### src/fasq_pkg.sv
// ----------------------------------------------------------------------------
// Frame advance signal qualifier package
// Shared types and constants for the qualifier core, its buffer and channels.
// ----------------------------------------------------------------------------
package fasq_pkg;

   // Widths of the channel fields.
   localparam int EVENT_COUNT_W = 20;
   localparam int CSR_DATA_W    = 16;
   localparam int CSR_INDEX_W   = 2;

   // Register indexes on the configuration channel.
   typedef enum logic [CSR_INDEX_W-1:0] {
      CSR_DEBOUNCE      = 2'd0,
      CSR_ADVANCE_PULSE = 2'd1,
      CSR_END_PULSE     = 2'd2
   } csr_index_type;

   // Values the configuration registers take after reset.
   localparam logic [CSR_DATA_W-1:0] DEBOUNCE_RESET      = 16'd1500;
   localparam logic [CSR_DATA_W-1:0] ADVANCE_PULSE_RESET = 16'd8000;
   localparam logic [CSR_DATA_W-1:0] END_PULSE_RESET     = 16'd16000;

   // Event codes reported with each result.
   typedef enum logic [1:0] {
      EVT_NONE  = 2'd0,
      EVT_FRAME = 2'd1,
      EVT_END   = 2'd2
   } event_code_type;

   // One result item as it travels through the output buffer.
   typedef struct packed {
      logic                     advance_out;
      logic                     end_out;
      logic                     led_on;
      event_code_type           event_code;
      logic [EVENT_COUNT_W-1:0] event_count;
   } rsp_payload_type;

endpackage

### src/fasq_out_buffer.sv
// ----------------------------------------------------------------------------
// Qualifier output buffer
// Two-entry skid buffer that holds results while the result channel stalls.
// ----------------------------------------------------------------------------
module fasq_out_buffer import fasq_pkg::*; (
   input  logic            clock,
   input  logic            reset,
   input  logic            in_valid,
   output logic            in_ready,
   input  rsp_payload_type in_data,
   output logic            out_valid,
   input  logic            out_ready,
   output rsp_payload_type out_data
);

   logic            main_valid_ff;
   logic            skid_valid_ff;
   rsp_payload_type main_ff;
   rsp_payload_type skid_ff;
   logic            in_fire;
   logic            out_fire;

   // Room is left as long as the skid entry is empty.
   assign in_ready  = !skid_valid_ff;
   assign in_fire   = in_valid && in_ready;
   assign out_fire  = main_valid_ff && out_ready;
   assign out_valid = main_valid_ff;
   assign out_data  = main_ff;

   // Valid flags.
   always_ff @(posedge clock) begin
      if (reset) begin
         main_valid_ff <= 1'b0;
         skid_valid_ff <= 1'b0;
      end else if (out_fire) begin
         if (skid_valid_ff) begin
            skid_valid_ff <= 1'b0;
         end else begin
            main_valid_ff <= in_fire;
         end
      end else if (in_fire) begin
         if (main_valid_ff) begin
            skid_valid_ff <= 1'b1;
         end else begin
            main_valid_ff <= 1'b1;
         end
      end
   end

   // Payload moves: the skid entry drains into the main entry first.
   always_ff @(posedge clock) begin
      if (out_fire) begin
         if (skid_valid_ff) begin
            main_ff <= skid_ff;
         end else begin
            main_ff <= in_data;
         end
      end else if (in_fire) begin
         if (main_valid_ff) begin
            skid_ff <= in_data;
         end else begin
            main_ff <= in_data;
         end
      end
   end

endmodule

### config.mk
export PLATFORM = sky130hd
export DESIGN_NAME = fasq_out_buffer
export DESIGN_NICKNAME = d
export VERILOG_FILES = /design/src/fasq_pkg.sv /design/src/fasq_out_buffer.sv
export SDC_FILE = /design/constraint.sdc
export NUM_CORES = 1
export LEC_CHECK = 0
export BUFFER_PORTS_ARGS = -buffer_cell sky130_fd_sc_hd__buf_2
export CORE_MARGIN = 4
export CORE_UTILIZATION = 35
export CTS_CLUSTER_SIZE = 28
export DETAILED_ROUTE_END_ITERATION = 7
export HOLD_SLACK_MARGIN = 0.03
export PLACE_DENSITY_LB_ADDON = 0.3
export SLEW_MARGIN = 20
export SYNTH_ARGS = -nofsm -noshare
export SYNTH_HDL_FRONTEND = slang
export SYNTH_SLANG_ARGS = --single-unit
### constraint.sdc
create_clock -name clock -period 2.6 [get_ports clock]
set_input_delay 0.13 -clock clock [delete_from_list [all_inputs] [get_ports clock]]
set_output_delay 0.13 -clock clock [all_outputs]
set_load 0.02 [all_outputs]
Word level (Yosys, flattened, before mapping)
Cells that the tools add are included.

word-level totals
  input bits = 29
  flip-flop bits (word level) = 52
  output and inout bits = 27
  memories kept = 0
  memory bits (read-only) = 0
  bits in latches = 0
  memory bits (writable) = 0

operators by class
  bitwise operators = 1
  $mul = 0
  shift operators = 0
  order comparisons = 0
  mux-type cells = 7
  add/subtract/negate cells = 0
  equality and inequality tests = 2
  divide/modulo/power cells = 0
  reductions and logical operators = 9

operators by type and width
  operator                                               number
  two-way mux 25 bit                                     4
  AND reduction 2 bit                                    3
  two-way mux 1 bit                                      3
  AND reduction 3 bit                                    1
  logical AND 1 bit                                      2
  inequality test 2 x 1 -> 1 bit, second input constant  1
  inequality test 2 bit, second input constant           1
  nonzero test 2 bit                                     1
  OR reduction 2 bit                                     1
  zero test 1 bit                                        1
  inverter 1 bit                                         1

Longest topological paths before layout
  word-level depth = 4
  gate-level depth with buffers = 3
  mapped depth without buffers = 3

Worst setup path after synthesis
Ideal clock, no wire load.

  kind = reg-to-reg
  start = register skid_valid_ff
  end = register skid_ff[0] (netlist name) (enable)
  path buffers = 0
  cell stages (with the launch flop) = 4
  setup slack = -0.354 ns
  data arrival time = 2.510 ns
  cells stage by stage = dfxtp_1 inv_1 nand2_1 nor3b_1

between the ends
  longest elaborated chain between the ends = 3

RTL lines
  element                               line                   text
  start, declared                       fasq_out_buffer.sv:17  logic skid_valid_ff;
  start signal, assigned                fasq_out_buffer.sv:34  skid_valid_ff <= 1'b0;
  start signal, assigned                fasq_out_buffer.sv:37  skid_valid_ff <= 1'b0;
  start signal, assigned                fasq_out_buffer.sv:43  skid_valid_ff <= 1'b1;
  zero test 1 bit                       fasq_out_buffer.sv:24  assign in_ready = !skid_valid_ff;
  named net in_ready                    fasq_out_buffer.sv:9   output logic in_ready,
  logical AND 1 bit                     fasq_out_buffer.sv:25  assign in_fire = in_valid && in_ready;
  AND reduction 3 bit (no source line)  -
  end signal, assigned                  fasq_out_buffer.sv:60  skid_ff <= in_data;
  end, declared                         fasq_out_buffer.sv:19  rsp_payload_type skid_ff;

The timed path passes the listed nets, and every way through them passes these cells.
A chain may end at the register's enable or synchronous reset.

Worst setup path after layout
  start = register skid_valid_ff
  end = register main_ff (netlist bit out_data[20]) (enable)

between the ends
  longest elaborated chain between the ends = 4

RTL lines
  element                               line                   text
  zero test 1 bit                       fasq_out_buffer.sv:24
  logical AND 1 bit                     fasq_out_buffer.sv:25
  nonzero test 2 bit (no source line)   -
  AND reduction 2 bit (no source line)  -
  end signal, assigned                  fasq_out_buffer.sv:54  main_ff <= skid_ff;
  end signal, assigned                  fasq_out_buffer.sv:56  main_ff <= in_data;
  end signal, assigned                  fasq_out_buffer.sv:62  main_ff <= in_data;
  end, declared                         fasq_out_buffer.sv:18  rsp_payload_type main_ff;

Every way passes these cells.

==> results <==
- The flow ran to the end, and the final reports show no timing, DRC or antenna violations.
- The final cycle utilization of the critical path is 65.3%.
- The CTS buffer count is 5.
- The area growth from synthesis to layout is 35.9%.
- Data arrives at the worst endpoint at 1.70 ns.
- The later-pin clock latency in the skew report is 0.30 ns.
- The number of instances in the placed design is 217.
- The share of the Yosys chip area taken by registers is 77.5%.
- The number of buffers and inverters on the critical path is 2.
- Among all cell types in the netlist, the one instantiated most often is sky130_fd_sc_hd__edfxtp_1.
- The static power due to leakage is 1.10 nW.
- The number of synthesized flops with an enable pin is 50.
- The largest single stage delay on the critical path is 0.50 ns.
- TritonCTS built the clock tree.
- The number of instances in the synthesized netlist is 90.
- The required time of the critical path is 2.60 ns.
- The number of iterations in the first detailed-routing pass is 4.
- The cell accounting for the most synthesized area is sky130_fd_sc_hd__edfxtp_1.
- Clock-pin slew was measured on the worst setup and hold paths at 0.08 ns.
- The repair_antennas step left the layout with diodes totalling 0.
- The placed cell area is 2360 um^2.
- The overall track demand over capacity in global routing is 10.8%.
- The first-pass GRT wire length is 5710 um.
- Counting every sink on the clock net gives 52.
- Walking the worst path, the cells encountered are inv_1 -> nand2_1 -> o21ai_2 -> buf_4.
- The kind of cell adding the most delay to the critical path is compound AO/OA/AOI/OAI gates.
- The worst setup skew after layout is 0.00410 ns.
- The max-slew violation total from the final report is 0.
- The portion of netlist area occupied by mux cells is 17.9%.
- The net count of the finished layout is 207.
- Setup repair after global routing left no endpoint under its margin.
- Dividing the synthesized area by the synthesized cell count gives 22.1 um^2.
- When the netlist entered floorplanning its net count stood at 119.
- The origin of the worst min-delay path is out_ready.
- The maximum clock frequency is 0.589 GHz.
- Yosys attributes the largest share of cell area to sky130_fd_sc_hd__edfxtp_1 76%, sky130_fd_sc_hd__mux2_4 15%, sky130_fd_sc_hd__mux2_2 2.8%.
- The worst setup path is launched from a flop.
- From bottom edge to top edge, the die measures 83.4 um.
- After clock tree synthesis, the repair step resized 0 gates.
- The non-filler instance count after layout is 251.
- The endpoint of the worst hold path is skid_valid_ff.
- The power density of the placed cells is 597 nW/um^2.
- The die is 83.4 um wide.
- In this run the biggest area consumer among cell types represents 75.5% of the synthesized area.
- The DRC violations left is 0.
- The worst register-to-register path ends at out_data[20].
- In the final routed layout, each cell accounts on average for 14.2 um.
- Summing all non-filler instances in the final layout gives an area of 2700 um^2.
- The path class of the tightest hold or removal check is in -> reg.
- Of all flip-flops after synthesis, the portion carrying an async set or reset was 0%.
- After synthesis, the largest family of logic cells by area is multiplexers.
- On the critical path, the stage with the largest delay is an instance of sky130_fd_sc_hd__o21ai_2.
- The number of DRC markers in iteration 0 is 37.
- For this block, the routed nets add up to 3560 um of wire.
- The count of cells along the worst register-to-register path is 4.
- The nature of the critical path endpoint is a flop.
- The largest fanout of any net on the critical path is 15.
- 56 I/O pins were placed.
- The mapped netlist covers 1990 um^2.
- The maximum number of pins on one net before global-route repair is 26.
- The number of rows in the core area is 27.
- In this run the tightest slew margin relative to its limit is 61.4%.
- The xor/xnor cell area share of the yosys netlist is 0%.
- Overall power consumption after layout is estimated at 1.61 mW.
- The starting density of the core is 36.1%.
- The compound-gate portion of the synthesized area is 1.38%.
- The remaining number of nets flagged by the antenna check after routing is 0.
- Setup violations remaining at the end of the flow were counted as 0.
- Adding up every negative setup slack in the final design gives 0 ns.
- The overflow left after global routing is 0.
- The area occupied by multi-input gates is 432 um^2.
- The number of buffers on the longest clock path is 2.
- The number of synthesized register bits is 52.
- The worst register-to-register path begins at skid_valid_ff.
- Across the run, the number of max-cap violations was 0.
- The die covers 6950 um^2.
- Setup slack on the worst reg-to-reg path comes out at 0.90 ns.
- The core region area is 5510 um^2.
- The number of global-route vias before repair came to 1,112.
- Cells fill 49.1% of the core in the end.
- The count of cell types in the netlist is 12.
- The number of buffer cells added on primary ports is 55.
- The smallest clock period supported by the final layout is computed as 1.70 ns.
- In the synthesized netlist the dominant register cell turns out to be sky130_fd_sc_hd__edfxtp_1.
- The number of cells on the worst hold path is 2.
- The number of levels the H-tree was split into is 2.
- The transition time of the tightest slew-check pin is 0.579 ns.
- In the final layout, flip-flops and latches occupy 1540 um^2.
- The warning count from the yosys run is 0.
- The hold violation count in the final report came to 0.
- The congestion estimate from routability-driven global placement came to 0.684.
- The commonest cells after synthesis are 50 x sky130_fd_sc_hd__edfxtp_1, 20 x sky130_fd_sc_hd__mux2_4, 5 x sky130_fd_sc_hd__mux2_2.
- CTS placed an instance of sky130_fd_sc_hd__clkbuf_8 at the clock tree root.
- For this block, the via count after detailed routing is 1,072.
- The post-detailed-route via-to-cell ratio is 4.27.
- The share of final-layout standard cells stronger than drive strength 1 is 50.3%.
- Counting the fill cells in the layout gives 453.
- The maximum resistive drop on vdd is 0.260 mV.
- The synthesized netlist devotes 1.64% of its cell area to simple gates.
- The initial antenna violation count is 0.
- The adder and majority gate portion of the synthesized area is 0%.
- The start-to-end type of the worst setup path is reg -> reg.
## layout by cell type (no fill, tap or decap), drive strengths merged
cell / netlist / routed
buf: 2 / 57
edfxtp: 50 / 50
dlygate4sd3: 0 / 26
mux2: 25 / 25
clkbuf: 0 / 7
inv: 2 / 2
nand2: 2 / 2
a21oi: 2 / 2
dfxtp: 2 / 2
o21ai: 2 / 2
nand3: 1 / 1
nor3b: 1 / 1
a211oi: 1 / 1
clkinv: 0 / 1
## worst max path at each step
stage | to | cells past startpoint | start | slack, ns
after global routing | out_data[14] | 4 | skid_valid_ff | 0.76
after floorplan | out_data[0] | 3 | skid_valid_ff | 0.39
final | out_data[20] | 4 | skid_valid_ff | 0.90
after detailed placement | skid_ff[5] | 2 | out_valid | 0.88
after global placement | out_data[21] | 4 | skid_valid_ff | 0.95
after CTS | skid_ff[5] | 2 | out_valid | 0.88
## layer usage
metal	global-route usage, %	vias up	wire length, um
li1	-	526	-
met3	4.07	6	240
met4	6.24	0	85
met5	0	-	0
met1	12.1	506	1400
met2	17.4	34	1830
## registers in the layout, summed over array words and instances (netlist names)
signal / flops
skid_ff: 25
out_data: 25
skid_valid_ff: 1
out_valid: 1
## where the power goes
part / total [mW] / internal [mW] / switching, mW
sequential: 0.986 / 0.972 / 0.0140
combinational: 0.204 / 0.0967 / 0.107
clock: 0.424 / 0.188 / 0.236
total: 1.61 / 1.26 / 0.357
## metrics by stage
step	hold WS (ns)	setup slack, ns
finish	0.142	0.902
global route	0.133	0.763
CTS	0.0338	0.881
detailed placement	0.316	0.875
global placement	0.311	0.954
floorplan	0.199	0.389
## cells by family (layout without fill, tap and decap cells)
group	count (synthesis)	after routing
multiplexers	25	25
AO/OA/AOI/OAI	5	5
buffers and inverters	4	93
AND/OR/NAND/NOR	4	4
flip-flops	52	52
## repair_timing
| item | 4_1_cts | 5_1_grt |
|---|---|---|
| buffers inserted | 0 | 0 |
| endpoints found under the setup margin | 0 | 0 |
| hold buffers | 25 | 1 |
| endpoints found under the hold margin | 26 | 1 |
## layout make-up
type	count	area share, %
sequential	52	57.1
timing repair buffer	83	20.4
multi-input combinational	34	16.0
tap	72	3.33
clock buffer	7	2.83
inverter	2	0.278
clock inverter	1	0.139
## worst reg2reg max path, stage by stage, from the launching register on
cell and delay (ns):
sky130_fd_sc_hd__dfxtp_1 0.36, sky130_fd_sc_hd__inv_1 0.08, sky130_fd_sc_hd__nand2_1 0.12, sky130_fd_sc_hd__o21ai_2 0.50
sky130_fd_sc_hd__buf_4 0.33
No activity file was read; power rests on OpenSTA's default activity.
